[src/bbfa_pkg.sv]
// Package for the buddy best-fit allocator.
// Holds default sizes, the controller state type and the command and status structs.
// No dependencies.
package bbfa_pkg;

    // Default heap geometry and bit-map depth limit.
    localparam int HEAP_BYTES_DEF   = 65536;
    localparam int HEADER_BYTES_DEF = 8;
    localparam int MAP_DEPTH        = 4096;

    // Width of the request size field.
    localparam int REQ_W  = 16;
    localparam int ADDR_W = 32;

    // Controller states.
    typedef enum logic [3:0] {
        ST_CLEAR,
        ST_IDLE,
        ST_SCAN,
        ST_DRAIN,
        ST_LAST,
        ST_DECIDE,
        ST_MARK,
        ST_SPLIT,
        ST_OUT
    } state_t;

    // Commands from the controller to the datapath.
    typedef struct packed {
        logic clr;
        logic accept;
        logic scan;
        logic fin;
        logic mark;
        logic split;
        logic load_out;
    } cmd_t;

    // Status from the datapath to the controller.
    typedef struct packed {
        logic clr_last;
        logic scan_last;
        logic found;
        logic split_stop;
        logic out_free;
    } status_t;

endpackage

[src/bbfa_ctrl.sv]
// Controller state machine of the allocator: sequences clear, scan, mark, split and output.
// Depends on bbfa_pkg.
module bbfa_ctrl (
    input  logic              aclk,
    input  logic              aresetn,
    input  logic              s_tvalid,
    output logic              s_tready,
    input  bbfa_pkg::status_t status,
    output bbfa_pkg::cmd_t    cmd
);

    bbfa_pkg::state_t state_reg, state_next;

    // State register.
    always_ff @(posedge aclk) begin
        if (!aresetn) begin
            state_reg <= bbfa_pkg::ST_CLEAR;
        end else begin
            state_reg <= state_next;
        end
    end

    // Next-state logic.
    always_comb begin
        state_next = state_reg;
        case (state_reg)
            bbfa_pkg::ST_CLEAR: begin
                if (status.clr_last) state_next = bbfa_pkg::ST_IDLE;
            end
            bbfa_pkg::ST_IDLE: begin
                if (s_tvalid) state_next = bbfa_pkg::ST_SCAN;
            end
            bbfa_pkg::ST_SCAN: begin
                if (status.scan_last) state_next = bbfa_pkg::ST_DRAIN;
            end
            bbfa_pkg::ST_DRAIN:  state_next = bbfa_pkg::ST_LAST;
            bbfa_pkg::ST_LAST:   state_next = bbfa_pkg::ST_DECIDE;
            bbfa_pkg::ST_DECIDE: begin
                state_next = status.found ? bbfa_pkg::ST_MARK : bbfa_pkg::ST_OUT;
            end
            bbfa_pkg::ST_MARK:   state_next = bbfa_pkg::ST_SPLIT;
            bbfa_pkg::ST_SPLIT: begin
                if (status.split_stop) state_next = bbfa_pkg::ST_OUT;
            end
            bbfa_pkg::ST_OUT: begin
                if (status.out_free) state_next = bbfa_pkg::ST_IDLE;
            end
            default: state_next = bbfa_pkg::ST_CLEAR;
        endcase
    end

    // Output decode.
    always_comb begin
        cmd          = '0;
        s_tready     = 1'b0;
        case (state_reg)
            bbfa_pkg::ST_CLEAR: cmd.clr = 1'b1;
            bbfa_pkg::ST_IDLE: begin
                s_tready   = 1'b1;
                cmd.accept = s_tvalid;
            end
            bbfa_pkg::ST_SCAN:  cmd.scan  = 1'b1;
            bbfa_pkg::ST_LAST:  cmd.fin   = 1'b1;
            bbfa_pkg::ST_MARK:  cmd.mark  = 1'b1;
            bbfa_pkg::ST_SPLIT: cmd.split = 1'b1;
            bbfa_pkg::ST_OUT:   cmd.load_out = status.out_free;
            default: ;
        endcase
    end

endmodule

[config.mk]
export PLATFORM = sky130hd
export DESIGN_NAME = bbfa_ctrl
export DESIGN_NICKNAME = d
export VERILOG_FILES = /design/src/bbfa_pkg.sv /design/src/bbfa_ctrl.sv
export SDC_FILE = /design/constraint.sdc
export NUM_CORES = 1
export LEC_CHECK = 0
export BUFFER_PORTS_ARGS = -buffer_cell sky130_fd_sc_hd__buf_2
export CAP_MARGIN = 20
export CORE_AREA = 2 2 39 41
export DETAILED_ROUTE_END_ITERATION = 7
export DIE_AREA = 0 0 41 43
export SLEW_MARGIN = 10
export SYNTH_ARGS = -nofsm -noshare
export SYNTH_HDL_FRONTEND = slang
export SYNTH_SLANG_ARGS = --single-unit
[constraint.sdc]
create_clock -name aclk -period 1.48 [get_ports aclk]
set_input_delay 0.074 -clock aclk [delete_from_list [all_inputs] [get_ports aclk]]
set_output_delay 0.074 -clock aclk [all_outputs]
set_load 0.05 [all_outputs]
# Word-level counts from Yosys, hierarchy flattened
# Index checks and enable logic that the tools add are counted.
# totals
register_bits	4
latchBits	0
ram_bits	0
mem_bits_ro	0
in_bits	8
elab_cells	31
mem_count	0
# classes
add_sub_neg	0
multipliers	0
div_mod_pow	0
magnitude_cmp	0
eq_ne	13
shifts	0
muxes	15
bitwise	0
n_reduce_logical	2
# ops
cell	count
4-bit one-hot mux with 9 select lines	1
4-bit two-way mux	6
4-bit by 3-bit equality test with 1-bit output (second input constant)	4
2-bit != test (second input constant)	5
4-bit by 2-bit equality test with 1-bit output (second input constant)	2
1-bit two-way mux	8
5-bit AND reduction	1
4-bit by 1-bit equality test with 1-bit output (second input constant)	1
4-bit equality test (second input constant)	1
4-bit zero test	1

# Logic depth before layout (Yosys ltp)
# depth
depth_word	3
mapped_depth	5

# Worst setup path before layout
# OpenSTA, ideal clock, no wires.
# synth_timing
kind	register to output
start	register state_reg[1]
end	output port cmd[4] in the netlist's numbering
arrival_time_ps	2175
required_ps	1406
setup_slack_ps	-769
stages_incl_launch_ff	3
cell_sequence	dfxtp_1 -> buf_2 -> nor4b_1
# synth_lines
element	line_no	rtl
from (decl)	bbfa_ctrl.sv:12	bbfa_pkg::state_t state_reg, state_next;
from (signal assigned)	bbfa_ctrl.sv:17	state_reg <= bbfa_pkg::ST_CLEAR;
from (signal assigned)	bbfa_ctrl.sv:19	state_reg <= state_next;
to (decl)	bbfa_ctrl.sv:9	output bbfa_pkg::cmd_t cmd

==> impl_metrics.py <==
metrics = {
    "status": {
        "status": "complete, no violations",
    },
    "setup_path": {
        "cpLargestDelayFamily": "buffers and inverters",
        "cp_slowest_stage_delay_ns": 0.35,
        "worstSetupEndpointType": "primary output",
        "reg2reg_slack_ns": 0.18,
        "critPathBufInv": 2,
        "startpoint_type": "flip-flop",
        "critical_path_arrival_ns": 1.38,
        "slowest_stage": "dfxtp_1",
        "required_ns": 1.41,
        "crit_type": "flip-flop to primary output",
        "r2r_start": "state_reg[1]",
        "cp_cell_sequence": "buf_4, or2_4, nor3_2, buf_2",
        "critical_path.startpoint": "state_reg[2]",
        "cp_max_fo": 7,
    },
    "logic_synthesis": {
        "syn_area_um2": 374,
        "synth_area_leader_cell": "dfxtp_1",
        "synth.yosys.warnings": 0,
        "synthTopCellsByArea": "dfxtp_1 (21%), mux2i_1 (5.4%), nor3_1 (5.4%), nand2b_1 (5.0%), a21oi_4 (4.3%)",
        "synthDistinctLibCells": 29,
        "synth.avg_cell_area_um2": 7.96,
        "ys_seq_area_share_pct": 21.4,
        "synth_fp_nets": 55,
        "synth-seq-cells": 4,
        "synthCells": 47,
        "synth_top_area_share_pct": 21.4,
    },
    "final_layout": {
        "layout.nets": 75,
        "final_common_cell": "buf_2",
        "largest_reg_flops": 4,
        "drive_above_1_share_pct": 49.2,
        "syn2layout_area_growth_pct": 37.8,
        "layout_common_cells": "buf_2 (14), clkbuf_4 (4), buf_4 (4), dfxtp_1 (4)",
        "antennaDiodeCount": 0,
    },
    "cts": {
        "cts_setup_buffers": 0,
        "cts_tree": "yes",
        "clk_pin_slew_ns": 0.04,
        "ctsResizeCount": 0,
        "ctsHoldBuffers": 0,
        "htree_levels": 1,
        "clk_latency_ns": 0.24,
        "root_buffer": "clkbuf_4",
        "cts_sinks": 4,
        "clk_path_buf_depth": 2,
        "numCtsBuffers": 3,
    },
    "flow_run": {
        "max_cap_viol_count": 0,
    },
    "die": {
        "die_h_um": 43,
        "dieWidth_um": 41,
        "dieArea_mm2": 0.00176,
        "pin_count": 16,
        "design.core.area_mm2": 0.00138,
        "core.rowCount": 14,
        "start_util_pct": 27.0,
    },
    "global_routing": {
        "grt_pass1_vias": 346,
        "antenna_found_initial": 0,
        "grt_pass1_wl_um": 1400,
        "grt_max_degree": 9,
        "grt_use_total_pct": 11.8,
        "grt_remaining_overflow": 0,
    },
    "detailed_routing": {
        "initialDrtViolationCount": 8,
        "ant_nets": 0,
        "routed_via_density": 5.07,
        "drc": 0,
        "wirelength_um": 892,
        "vias": 411,
        "drt-pass1-iter-count": 4,
        "wl_per_cell_um": 11.0,
    },
    "timing": {
        "hold_viol": 0,
        "whs_ns": 0.114,
        "period_needed_ns": 1.45,
        "tightestPinTransition_ns": 0.273,
        "clock_skew_ns": 0.00611,
        "fmax_mhz": 690,
        "finalCritPeriodShare_pct": 98.0,
        "setup_viol": 0,
        "fin_setup_tns_ns": 0,
        "relSlewSlack_pct": 81.8,
        "slew_viol_final": 0,
        "rsz0062_at_grt": "no",
    },
    "placement": {
        "hpwl_um": 702,
        "gp_congestion": 0.813,
        "io_buffers": 15,
    },
    "power_and_ir_drop": {
        "p_per_area_mw_per_mm2": 1250,
        "ir_worst_vdd_mv": 0.425,
        "p_leak_nw": 0.232,
    },
    "worst_hold_path": {
        "hp-class": "input pin to flip-flop",
        "hold_start": "aresetn",
    },
}
[area by class of cell]
cell class,count,area [um^2]
flip-flops and latches,4,80.1
multi-input cells,37,278
inverters,2,7.51
fillers,148,868
repair buffers,19,108
well taps,16,20.0
clock buffers,3,22.5
[report_power, final]
part / total [mW] / switching, mW / internal [mW] / leakage, nW
Sequential: 0.150 / 0.0269 / 0.124 / 0.0327
Combinational: 0.355 / 0.226 / 0.129 / 0.186
Clock: 0.139 / 0.0484 / 0.0910 / 0.0138
[logic make-up (layout without fill, tap and decap cells)]
logic type	count (synthesis)	count (layout)	synth area share [%]
mux	2	2	5.35
flops	4	4	21.4
simple gates	23	23	38.5
compound gates	12	12	24.4
buf+inv	6	24	10.4
[synthesized netlist by cell type]
| library cell | number |
|---|---|
| dfxtp_1 | 4 |
| nor3_1 | 4 |
| nand2_1 | 3 |
| nand2b_1 | 3 |
| nor2_1 | 3 |
| a21oi_1 | 2 |
| a31oi_1 | 2 |
| buf_4 | 2 |
| inv_1 | 2 |
| mux2i_1 | 2 |
| o211ai_1 | 2 |
| a211oi_1 | 1 |
| a21oi_4 | 1 |
| a22o_1 | 1 |
| and2_2 | 1 |
| and3_2 | 1 |
| and4b_2 | 1 |
| buf_2 | 1 |
| buf_6 | 1 |
| nand3b_1 | 1 |
| nor2b_1 | 1 |
| nor3b_1 | 1 |
| nor4_1 | 1 |
| nor4b_1 | 1 |
| o21a_1 | 1 |
| o21ai_1 | 1 |
| o41ai_1 | 1 |
| or2_4 | 1 |
| or3_4 | 1 |
[stage by stage]
stage | setup slack [ns] | power, mW | std cells | util [%] | cell area [um^2]
2_1_floorplan | -0.0693 | 0.432 | 47 | - | 397
3_3_place_gp | 0.193 | 0.503 | 78 | 35.4 | 490
3_5_place_dp | 0.190 | 0.503 | 78 | 35.4 | 490
4_1_cts | 0.0246 | 0.646 | 81 | 37.1 | 513
5_1_grt | 0.00436 | 0.678 | 81 | 37.3 | 515
6_report | 0.0300 | 0.645 | 81 | 37.3 | 515
[worst reg2reg max path, stage by stage, from the launching register on]
cell	delay (ns)
dfxtp_1	0.38
or3_4	0.43
a21oi_4	0.21
o211ai_1	0.12
o41ai_1	0.07
[layer usage]
metal  GRT usage, %  share of wire, %
met5              0                 0
met4           10.0               3.1
met3           1.57               4.0
met2           16.6                46
met1           15.0                46
[worst paths after layout]
path,to,cells after the start
worst min register to register,state_reg[2],3
worst min-delay path,state_reg[3],3
worst max register to register,state_reg[1],4
worst max-delay path,cmd[6],4
Power figures use the tool's default switching activity.
